[src/sv/jsu_pkg.sv]
// jsu_pkg: shared types and constants of the json string unescaper
// used by jsu_front, jsu_queue, jsu_back and the top level; no dependencies
`timescale 1ns / 1ps
`default_nettype none

package jsu_pkg;

   // width of the per-string output byte counter
   localparam int COUNT_WIDTH = 16;
   // width of the limit compare: wide enough for the register and the counter
   localparam int LIM_W = (COUNT_WIDTH > 16) ? COUNT_WIDTH : 16;

   // most data bytes one input word can produce
   localparam int MAX_DATA = 4;
   localparam int DIDX_W   = $clog2(MAX_DATA);
   localparam int DCNT_W   = $clog2(MAX_DATA + 1);

   // queue between front and back, power of two deep
   localparam int QUEUE_DEPTH = 4;
   localparam int QPTR_W      = $clog2(QUEUE_DEPTH);
   localparam int QCNT_W      = $clog2(QUEUE_DEPTH + 1);

   // input word
   typedef struct packed {
      logic [7:0] text_byte;
      logic       text_end;
   } req_payload_type;

   // result word
   typedef struct packed {
      logic [7:0] plain_byte;
      logic       final_mark;
   } rsp_payload_type;

   // one queue entry: the data bytes of one input word and the string end flag
   typedef struct packed {
      logic [MAX_DATA-1:0][7:0] data;
      logic [DCNT_W-1:0]        count;
      logic                     last;
   } entry_type;

   // queue status seen by both sides
   typedef struct packed {
      logic full;
      logic empty;
   } q_status_type;

endpackage

`default_nettype wire

[src/sv/json_string_unescape_utf8_top.sv]
// json_string_unescape_utf8_top: json string unescaper with utf-8 output
// holds the limit register; depends on jsu_pkg, jsu_front, jsu_queue, jsu_back
//
//   port group   dir   handshake             word
//   req_         in    req_valid/req_stall   req_payload (text_byte, text_end)
//   rsp_         out   rsp_valid/rsp_stall   rsp_payload (plain_byte, final_mark)
//   csr_         in    csr_valid/csr_ready   csr_wdata (output_limit)
//
// one input word is taken per cycle while the four-entry queue has room
// each result leaves the output register one per cycle unless rsp_stall holds it,
// and a word yields up to four data bytes plus the terminator
// the first result of a word is registered in the queue and then in the output register
// reset is synchronous; csr_ready is always high and output_limit resets to 65535
`timescale 1ns / 1ps
`default_nettype none

module json_string_unescape_utf8_top import jsu_pkg::*; (
   input  wire logic            clock,
   input  wire logic            reset,
   input  wire logic            req_valid,
   output logic                 req_stall,
   input  wire req_payload_type req_payload,
   output logic                 rsp_valid,
   input  wire logic            rsp_stall,
   output rsp_payload_type      rsp_payload,
   input  wire logic            csr_valid,
   output logic                 csr_ready,
   input  wire logic [15:0]     csr_wdata
);

   logic [15:0]  limit_ff, limit_in;
   logic         push;
   logic         pop;
   entry_type    push_entry;
   entry_type    head;
   q_status_type q_status;

   // limit register
   assign csr_ready = 1'b1;
   assign limit_in  = (csr_valid && csr_ready) ? csr_wdata : limit_ff;

   always_ff @(posedge clock) begin
      if (reset) begin
         limit_ff <= 16'hFFFF;
      end else begin
         limit_ff <= limit_in;
      end
   end

   jsu_front u_front (
      .clock        (clock),
      .reset        (reset),
      .req_valid    (req_valid),
      .req_stall    (req_stall),
      .req_payload  (req_payload),
      .output_limit (limit_ff),
      .q_status     (q_status),
      .push         (push),
      .entry        (push_entry)
   );

   jsu_queue u_queue (
      .clock      (clock),
      .reset      (reset),
      .push       (push),
      .push_entry (push_entry),
      .pop        (pop),
      .head       (head),
      .status     (q_status)
   );

   jsu_back u_back (
      .clock       (clock),
      .reset       (reset),
      .head        (head),
      .q_status    (q_status),
      .pop         (pop),
      .rsp_valid   (rsp_valid),
      .rsp_stall   (rsp_stall),
      .rsp_payload (rsp_payload)
   );

endmodule

`default_nettype wire

[src/sv/jsu_front.sv]
// jsu_front: escape parser; takes one input word per cycle while the queue has
// room and turns it into a queue entry of up to four bytes; depends on jsu_pkg
`timescale 1ns / 1ps
`default_nettype none

module jsu_front import jsu_pkg::*; (
   input  wire logic            clock,
   input  wire logic            reset,
   input  wire logic            req_valid,
   output logic                 req_stall,
   input  wire req_payload_type req_payload,
   input  wire logic [15:0]     output_limit,
   input  wire q_status_type    q_status,
   output logic                 push,
   output entry_type            entry
);

   typedef enum logic [1:0] {
      MODE_PLAIN = 2'd0,
      MODE_ESC   = 2'd1,
      MODE_HEX   = 2'd2
   } mode_type;

   localparam logic [7:0] CH_BSLASH = 8'h5C;
   localparam logic [7:0] CH_B      = 8'h62;
   localparam logic [7:0] CH_F      = 8'h66;
   localparam logic [7:0] CH_N      = 8'h6E;
   localparam logic [7:0] CH_R      = 8'h72;
   localparam logic [7:0] CH_T      = 8'h74;
   localparam logic [7:0] CH_U      = 8'h75;
   localparam logic [7:0] CH_BS     = 8'h08;
   localparam logic [7:0] CH_FF     = 8'h0C;
   localparam logic [7:0] CH_LF     = 8'h0A;
   localparam logic [7:0] CH_CR     = 8'h0D;
   localparam logic [7:0] CH_TAB    = 8'h09;
   localparam logic [7:0] LEAD2     = 8'hC0;
   localparam logic [7:0] LEAD3     = 8'hE0;
   localparam logic [7:0] CONT      = 8'h80;
   localparam logic [15:0] ONE_BYTE_END = 16'h0080;
   localparam logic [15:0] TWO_BYTE_END = 16'h0800;
   localparam int HELD_DEPTH = 3;

   localparam logic [LIM_W-1:0] CNT_MAX = LIM_W'({COUNT_WIDTH{1'b1}});

   // escaped character to its byte; anything unknown passes through
   function automatic logic [7:0] esc_map(input logic [7:0] c);
      logic [7:0] r;
      unique case (c)
         CH_B:    r = CH_BS;
         CH_F:    r = CH_FF;
         CH_N:    r = CH_LF;
         CH_R:    r = CH_CR;
         CH_T:    r = CH_TAB;
         default: r = c;
      endcase
      return r;
   endfunction

   // hex digit decode: {is_digit, value}
   function automatic logic [4:0] hex_val(input logic [7:0] c);
      logic [4:0] r;
      if (c >= 8'h30 && c <= 8'h39) begin
         r = {1'b1, c[3:0]};
      end else if ((c >= 8'h61 && c <= 8'h66) || (c >= 8'h41 && c <= 8'h46)) begin
         r = {1'b1, 4'(c[3:0] + 4'd9)};
      end else begin
         r = 5'd0;
      end
      return r;
   endfunction

   mode_type                 mode_ff, mode_in;
   logic [1:0]               seen_ff, seen_in;
   logic [7:0]               held_ff [HELD_DEPTH];
   logic [7:0]               held_in [HELD_DEPTH];
   logic [15:0]              code_ff, code_in;
   logic                     hv_ff, hv_in;
   logic [COUNT_WIDTH-1:0]   bw_ff, bw_in;

   logic                     accept;
   logic [7:0]               b;
   logic                     last_in;
   logic [LIM_W-1:0]         limit_ext;
   logic [LIM_W-1:0]         cap;
   logic [LIM_W-1:0]         room;
   logic [DCNT_W-1:0]        nb;
   logic [MAX_DATA-1:0][7:0] out_b;
   logic [4:0]               hd;
   logic [15:0]              cp;
   mode_type                 rmode;
   logic [7:0]               rc;
   logic                     rlast;

   assign accept    = req_valid && !q_status.full;
   assign req_stall = q_status.full;
   assign b         = req_payload.text_byte;
   assign last_in   = req_payload.text_end;

   // limit in effect and bytes still allowed in this string, zero once reached
   assign limit_ext = LIM_W'(output_limit);
   assign cap       = (limit_ext < CNT_MAX) ? limit_ext : CNT_MAX;
   assign room      = (LIM_W'(bw_ff) >= cap) ? '0 : cap - LIM_W'(bw_ff);

   // parse one word
   always_comb begin
      mode_in = mode_ff;
      seen_in = seen_ff;
      held_in = held_ff;
      code_in = code_ff;
      hv_in   = hv_ff;
      bw_in   = bw_ff;
      nb      = '0;
      out_b   = '0;
      hd      = hex_val(b);
      cp      = '0;
      rmode   = MODE_PLAIN;
      rc      = '0;
      rlast   = 1'b0;
      if (accept) begin
         unique case (mode_ff)
            MODE_ESC: begin
               mode_in = MODE_PLAIN;
               if (b == CH_U && !last_in) begin
                  mode_in = MODE_HEX;
                  seen_in = '0;
                  code_in = '0;
                  hv_in   = 1'b1;
               end else begin
                  out_b[nb[DIDX_W-1:0]] = esc_map(b);
                  nb = nb + DCNT_W'(1);
               end
            end
            MODE_HEX: begin
               // value stops growing at the first non-hex character
               if (hv_ff && hd[4]) begin
                  code_in = {code_ff[11:0], hd[3:0]};
               end else begin
                  hv_in = 1'b0;
               end
               cp = code_in;
               if (seen_ff == 2'd3) begin
                  // fourth character: emit utf-8, multi-byte only if it fits whole
                  mode_in = MODE_PLAIN;
                  seen_in = '0;
                  if (cp < ONE_BYTE_END) begin
                     out_b[nb[DIDX_W-1:0]] = cp[7:0];
                     nb = nb + DCNT_W'(1);
                  end else if (cp < TWO_BYTE_END) begin
                     if (room > LIM_W'(1)) begin
                        out_b[nb[DIDX_W-1:0]] = LEAD2 | {3'd0, cp[10:6]};
                        nb = nb + DCNT_W'(1);
                        out_b[nb[DIDX_W-1:0]] = CONT | {2'd0, cp[5:0]};
                        nb = nb + DCNT_W'(1);
                     end
                  end else if (room > LIM_W'(2)) begin
                     out_b[nb[DIDX_W-1:0]] = LEAD3 | {4'd0, cp[15:12]};
                     nb = nb + DCNT_W'(1);
                     out_b[nb[DIDX_W-1:0]] = CONT | {2'd0, cp[11:6]};
                     nb = nb + DCNT_W'(1);
                     out_b[nb[DIDX_W-1:0]] = CONT | {2'd0, cp[5:0]};
                     nb = nb + DCNT_W'(1);
                  end
               end else if (last_in) begin
                  // short unicode escape: 'u', then the held characters as text
                  mode_in = MODE_PLAIN;
                  seen_in = '0;
                  out_b[nb[DIDX_W-1:0]] = CH_U;
                  nb = nb + DCNT_W'(1);
                  for (int k = 0; k < HELD_DEPTH; k++) begin
                     if (2'(k) <= seen_ff) begin
                        rlast = (2'(k) == seen_ff);
                        rc    = rlast ? b : held_ff[2'(k)];
                        case (rmode)
                           MODE_ESC: begin
                              rmode = MODE_PLAIN;
                              if (rc == CH_U && !rlast) begin
                                 rmode = MODE_HEX;
                              end else begin
                                 out_b[nb[DIDX_W-1:0]] = esc_map(rc);
                                 nb = nb + DCNT_W'(1);
                              end
                           end
                           MODE_HEX: begin
                              // nested short escape, always on the last character
                              rmode = MODE_PLAIN;
                              out_b[nb[DIDX_W-1:0]] = CH_U;
                              nb = nb + DCNT_W'(1);
                              if (room > LIM_W'(nb)) begin
                                 out_b[nb[DIDX_W-1:0]] = rc;
                                 nb = nb + DCNT_W'(1);
                              end
                           end
                           default: begin
                              if (room > LIM_W'(nb)) begin
                                 if (rc == CH_BSLASH && !rlast) begin
                                    rmode = MODE_ESC;
                                 end else begin
                                    out_b[nb[DIDX_W-1:0]] = rc;
                                    nb = nb + DCNT_W'(1);
                                 end
                              end
                           end
                        endcase
                     end
                  end
               end else begin
                  held_in[seen_ff] = b;
                  seen_in = seen_ff + 2'd1;
               end
            end
            default: begin
               // plain text; bytes past the limit are dropped
               mode_in = MODE_PLAIN;
               if (room != '0) begin
                  if (b == CH_BSLASH && !last_in) begin
                     mode_in = MODE_ESC;
                  end else begin
                     out_b[nb[DIDX_W-1:0]] = b;
                     nb = nb + DCNT_W'(1);
                  end
               end
            end
         endcase
         // string end clears the per-string state
         if (last_in) begin
            mode_in = MODE_PLAIN;
            seen_in = '0;
            code_in = '0;
            hv_in   = 1'b1;
            bw_in   = '0;
         end else begin
            bw_in = bw_ff + COUNT_WIDTH'(nb);
         end
      end
   end

   // queue entry for the back end
   assign push        = accept && (nb != '0 || last_in);
   assign entry.data  = out_b;
   assign entry.count = nb;
   assign entry.last  = last_in;

   // parser state
   always_ff @(posedge clock) begin
      if (reset) begin
         mode_ff <= MODE_PLAIN;
         seen_ff <= '0;
         code_ff <= '0;
         hv_ff   <= 1'b1;
         bw_ff   <= '0;
      end else begin
         mode_ff <= mode_in;
         seen_ff <= seen_in;
         code_ff <= code_in;
         hv_ff   <= hv_in;
         bw_ff   <= bw_in;
         held_ff <= held_in;
      end
   end

`ifndef SYNTHESIS
   // a string end leaves the parser clean
   a_end_clears: assert property (@(posedge clock) disable iff (reset)
      accept && last_in |=> mode_ff == MODE_PLAIN && bw_ff == '0 && seen_ff == '0)
      else $error("per-string state not cleared after string end");
   // the hex counter only moves inside a unicode escape
   a_seen_idle: assert property (@(posedge clock) disable iff (reset)
      mode_ff != MODE_HEX |-> seen_ff == '0)
      else $error("hex count nonzero outside unicode escape");
   // an escape lasts exactly one character
   a_esc_once: assert property (@(posedge clock) disable iff (reset)
      accept && mode_ff == MODE_ESC |=> mode_ff != MODE_ESC)
      else $error("escape mode held over two characters");
`endif

endmodule

`default_nettype wire

[src/sv/jsu_queue.sv]
// jsu_queue: short entry queue between parser and output sequencer
// depends on jsu_pkg
`timescale 1ns / 1ps
`default_nettype none

module jsu_queue import jsu_pkg::*; (
   input  wire logic      clock,
   input  wire logic      reset,
   input  wire logic      push,
   input  wire entry_type push_entry,
   input  wire logic      pop,
   output entry_type      head,
   output q_status_type   status
);

   entry_type         store_ff [QUEUE_DEPTH];
   logic [QPTR_W-1:0] wr_ff, wr_in;
   logic [QPTR_W-1:0] rd_ff, rd_in;
   logic [QCNT_W-1:0] cnt_ff, cnt_in;

   // pointer and fill count update
   always_comb begin
      wr_in  = push ? wr_ff + QPTR_W'(1) : wr_ff;
      rd_in  = pop ? rd_ff + QPTR_W'(1) : rd_ff;
      cnt_in = cnt_ff + QCNT_W'(push) - QCNT_W'(pop);
   end

   always_ff @(posedge clock) begin
      if (reset) begin
         wr_ff  <= '0;
         rd_ff  <= '0;
         cnt_ff <= '0;
      end else begin
         wr_ff  <= wr_in;
         rd_ff  <= rd_in;
         cnt_ff <= cnt_in;
      end
   end

   // entry storage
   always_ff @(posedge clock) begin
      if (push) begin
         store_ff[wr_ff] <= push_entry;
      end
   end

   assign head         = store_ff[rd_ff];
   assign status.full  = (cnt_ff == QCNT_W'(QUEUE_DEPTH));
   assign status.empty = (cnt_ff == '0);

`ifndef SYNTHESIS
   a_no_overflow: assert property (@(posedge clock) disable iff (reset)
      push |-> !status.full || pop)
      else $error("push into full queue");
   a_no_underflow: assert property (@(posedge clock) disable iff (reset)
      pop |-> !status.empty)
      else $error("pop from empty queue");
   a_count_up: assert property (@(posedge clock) disable iff (reset)
      push && !pop |=> cnt_ff == $past(cnt_ff) + QCNT_W'(1))
      else $error("fill count lost a push");
`endif

endmodule

`default_nettype wire

[src/sv/jsu_back.sv]
// jsu_back: output sequencer, needs jsu_pkg; holds the result register, walks
// the head entry one byte a cycle unless stalled, adds string end terminator
`timescale 1ns / 1ps
`default_nettype none

module jsu_back import jsu_pkg::*; (
   input  wire logic         clock,
   input  wire logic         reset,
   input  wire entry_type    head,
   input  wire q_status_type q_status,
   output logic              pop,
   output logic              rsp_valid,
   input  wire logic         rsp_stall,
   output rsp_payload_type   rsp_payload
);

   logic [DCNT_W-1:0] idx_ff, idx_in;
   logic              rsp_valid_ff, rsp_valid_in;
   rsp_payload_type   rsp_payload_ff, rsp_payload_in;
   logic              slot_free;
   logic              load;
   logic              done;

   // result register is free when empty or being taken
   assign slot_free = !rsp_valid_ff || !rsp_stall;
   assign load      = slot_free && !q_status.empty;

   // pick the next byte of the head entry, or its terminator
   always_comb begin
      rsp_payload_in = rsp_payload_ff;
      rsp_valid_in   = rsp_valid_ff && !slot_free;
      idx_in         = idx_ff;
      done           = 1'b0;
      if (load) begin
         rsp_valid_in = 1'b1;
         if (idx_ff < head.count) begin
            rsp_payload_in.plain_byte = head.data[idx_ff[DIDX_W-1:0]];
            rsp_payload_in.final_mark = 1'b0;
            done = (idx_ff + DCNT_W'(1) == head.count) && !head.last;
         end else begin
            rsp_payload_in.plain_byte = '0;
            rsp_payload_in.final_mark = 1'b1;
            done = 1'b1;
         end
         idx_in = done ? '0 : idx_ff + DCNT_W'(1);
      end
   end

   assign pop = load && done;

   always_ff @(posedge clock) begin
      if (reset) begin
         idx_ff       <= '0;
         rsp_valid_ff <= 1'b0;
      end else begin
         idx_ff       <= idx_in;
         rsp_valid_ff <= rsp_valid_in;
      end
   end

   always_ff @(posedge clock) begin
      rsp_payload_ff <= rsp_payload_in;
   end

   assign rsp_valid   = rsp_valid_ff;
   assign rsp_payload = rsp_payload_ff;

`ifndef SYNTHESIS
   // a partly sent entry stays at the head
   a_mid_entry: assert property (@(posedge clock) disable iff (reset)
      idx_ff != '0 |-> !q_status.empty)
      else $error("entry left the queue before all bytes were sent");
   // a free slot with work pending is always filled
   a_fill: assert property (@(posedge clock) disable iff (reset)
      !q_status.empty && slot_free |=> rsp_valid_ff)
      else $error("result register left empty with entries queued");
   // nothing is popped without its last result being loaded
   a_pop_load: assert property (@(posedge clock) disable iff (reset)
      pop |-> slot_free && (head.last ? idx_ff == head.count
                                      : idx_ff + DCNT_W'(1) == head.count))
      else $error("entry popped early");
`endif

endmodule

`default_nettype wire

[config.mk]
export PLATFORM = sky130hd
export DESIGN_NAME = json_string_unescape_utf8_top
export DESIGN_NICKNAME = d
export VERILOG_FILES = /design/src/sv/jsu_pkg.sv /design/src/sv/json_string_unescape_utf8_top.sv /design/src/sv/jsu_front.sv /design/src/sv/jsu_queue.sv /design/src/sv/jsu_back.sv
export SDC_FILE = /design/constraint.sdc
export NUM_CORES = 1
export LEC_CHECK = 0
export BUFFER_PORTS_ARGS = -buffer_cell sky130_fd_sc_hd__buf_2
export CORE_MARGIN = 5
export CORE_UTILIZATION = 35
export DETAILED_ROUTE_END_ITERATION = 10
export PLACE_DENSITY = 0.47
export SLEW_MARGIN = 20
export SYNTH_ARGS = -nofsm -noshare
export SYNTH_HDL_FRONTEND = slang
export SYNTH_SLANG_ARGS = --single-unit
[constraint.sdc]
create_clock -name clock -period 11.6 [get_ports clock]
set_clock_uncertainty 0.15 [all_clocks]
set_input_delay 1.74 -clock clock [delete_from_list [all_inputs] [get_ports clock]]
set_output_delay 1.74 -clock clock [all_outputs]
set_load 0.005 [all_outputs]
==> run metrics <==
status=completed; Post-Route WL=43.3 mm; Fill cells=about 4000; postcts setup bufs=0; initial core utilization=0.356; Peak VDD IR=approximately 0.089 mV; Critical Path RT=11.85 ns; Final setup viols=0; HPWL after DPL=31.0 mm; Via-to-Cell Ratio=5.75; slowest library cell on the worst path=o41ai_2; Placed Instances=about 1900; initial antenna violation count=0; H-tree levels=1; fin crit share=0.818; # DRC=0; Slew HR=0.271; gr usage total=0.189; crit path kind=reg2reg; Setup crit end kind=flip-flop; setup_tns=0 ns; final hold viol count=0; hold depth=2; first-pass GRT wire length=66.9 mm; Cell Rows=73; Max Slew Vio Count=0; final design utilization=0.392; Post-synth EDFFs=approximately 170; cells on worst reg2reg path=35; power density over the cells=~150 mW/mm^2; worst-path fanout max=12; root buffer cell=clkbuf_16; largest stage delay on the critical path=between 0.8 and 0.9 ns; Hold Buf Count CTS=0; Yosys cell types=around 90; top cell type by total area after synthesis=edfxtp_1; f_max=105 MHz; Worst Max-Slew Pin Slew=approximately 1.1 ns; final cell count without fillers=~2000; most common cell after layout, fill and taps aside=edfxtp_1; DR vias=between 10000 and 15000; CTS tree=built; Nets=~1500; P_leak=approximately 5.4 nW; Area growth syn-to-layout=10.1%; Chip Height=approximately 210 microns; area share of the largest cell type after synthesis=0.356; post-synthesis sequential area ratio=0.449; asr flop ratio synth=0; design area=about 0.016 sq mm; TritonCTS Sinks=235; post-cts repair resize count=0; core area=0.0400 sq mm; Syn. warnings=0; Total Power=roughly 2.4 mW; Mapped Cells=~1400; Num CTS Buffers=27; mapped cell area=around 0.014 sq mm; most frequent cells in the layout=edfxtp_1 (169), nor2_1 (130), a21oi_1 (113); routability cong.=0.955; GRT overflow=0; Hold Path Class=reg2reg; I/O pins=42; FF+latch area=0.00640 sq mm; IO Port Bufs=40; Clk Latency, worst-skew pair=between 0.5 and 0.6 ns; 1st-pass router iterations=7; critical path launch point type=flip-flop; routed len/inst=~22 microns; fin crit period=9.49 ns; clk buf depth=3; Final ANT Viol Nets=0; placed instance area=approximately 0.015 sq mm; Die ar.=0.0448 sq mm; Top FF cell, synth=edfxtp_1; share of cells above drive strength 1=0.134; clock slew at reported path FFs=approximately 0.060 ns; Iter 0 DRT Violations=between 1000 and 1500; max-cap violations=0; largest net degree at the start of global routing=43; number of global-route vias before repair=approximately 11000; Die W=212 microns; WP data arrival=9.74 ns; Mapped Avg Cell Area=about 10 sq um; multi-input logic area=around 0.0072 sq mm; RSZ-0062 raised after global routing=no; ant diodes=0; synth top area cells=edfxtp_1 (36%), dfxtp_1 (9.3%), mux4_2 (7.0%); FF+latch count, synth=235
==> cells by family (layout without fill, tap and decap cells) <==
| kind of cell | Yosys count | after routing | share of synthesized area |
|---|---|---|---|
| AO/OA/AOI/OAI | 383 | 383 | 0.173 |
| XOR/XNOR | 25 | 25 | 0.0154 |
| adder cells (fa/ha/maj) | 57 | 57 | 0.0517 |
| buffers and inverters | 176 | 184 | 0.0482 |
| flip-flops | 235 | 235 | 0.449 |
| multiplexers | 96 | 96 | 0.108 |
| other | 1 | 2 | 0.000263 |
| AND/OR/NAND/NOR | 455 | 455 | 0.154 |
==> path summary, 6_finish.rpt <==
check                                startpoint                        endpoint  slack, ns
setup / recovery  u_front.bw_ff[0]$_SDFFE_PP0P_  u_front.bw_ff[13]$_SDFFE_PP0P_       2.11
setup reg to reg  u_front.bw_ff[0]$_SDFFE_PP0P_  u_front.bw_ff[13]$_SDFFE_PP0P_       2.11
hold reg to reg   u_front.bw_ff[2]$_SDFFE_PP0P_   u_front.bw_ff[2]$_SDFFE_PP0P_       0.33
hold / removal    u_front.bw_ff[2]$_SDFFE_PP0P_   u_front.bw_ff[2]$_SDFFE_PP0P_       0.33
==> Yosys cell counts, types with 16 or more instances <==
master / number
mux2i_1: 44
nor2b_1: 25
nand3_1: 50
dfxtp_1: 66
nor2_1: 130
edfxtp_1: 169
mux4_2: 44
nand2_1: 107
xnor2_1: 21
nand2b_1: 16
ha_1: 54
a31oi_1: 24
a22oi_1: 16
inv_1: 72
o21ai_0: 78
clkbuf_1: 88
nor3_1: 32
a21oi_1: 113
==> worst max-delay path, delay by kind of cell (launching register included) <==
family,cells,cell delay (ns)
AND/OR/NAND/NOR,8,2.15
flip-flops,1,0.38
AO/OA/AOI/OAI,16,4.13
XOR/XNOR,1,0.16
buffers and inverters,4,0.44
adder cells (fa/ha/maj),6,1.95
==> layer usage <==
| layer | routed length [microns] | part of all wire | vias up | global-route usage |
|---|---|---|---|---|
| met5 | 0 | 0 | - | 0 |
| met4 | 1150 | 0.027 | 0 | 0.0495 |
| met3 | 2710 | 0.062 | 90 | 0.0287 |
| met2 | 20200 | 0.47 | 422 | 0.312 |
| met1 | 19200 | 0.44 | 5471 | 0.261 |
| li1 | - | - | 5301 | - |
==> power by group <==
group / switching (mW) / internal, mW / total, mW
sequential: 0.0469 / 1.01 / 1.06
clock: 0.327 / 0.456 / 0.783
combinational: 0.317 / 0.256 / 0.572
total: 0.691 / 1.72 / 2.41
==> registers in the layout, summed over array words and instances (netlist names), named ones only <==
| register | flops |
|---|---|
| limit_ff | 16 |
| u_back.idx_ff | 3 |
| u_back.rsp_payload | 9 |
| u_front.bw_ff | 16 |
| u_front.code_ff | 16 |
| u_front.held_ff | 16 |
| u_front.hv_ff | 1 |
| u_front.mode_ff | 2 |
| u_front.seen_ff | 2 |
| u_queue.cnt_ff | 3 |
| u_queue.rd_ff | 2 |
| u_queue.store_ff | 144 |
| u_queue.wr_ff | 2 |
==> area by class of cell <==
class,instances,area share
clock buffers,38,0.0464
well taps,525,0.0419
clock inverters,11,0.00487
flip-flops and latches,235,0.408
inverters,75,0.0183
multi-input cells,1018,0.458
repair buffers,60,0.0223
==> per-stage QoR <==
stage	hold WS (ns)	worst slack [ns]
6_report	0.327	2.11
2_1_floorplan	0.290	3.23
3_3_place_gp	0.315	2.48
5_1_grt	0.351	1.25
4_1_cts	0.332	2.16
3_5_place_dp	0.322	2.20
No activity file was read; power rests on OpenSTA's default activity.
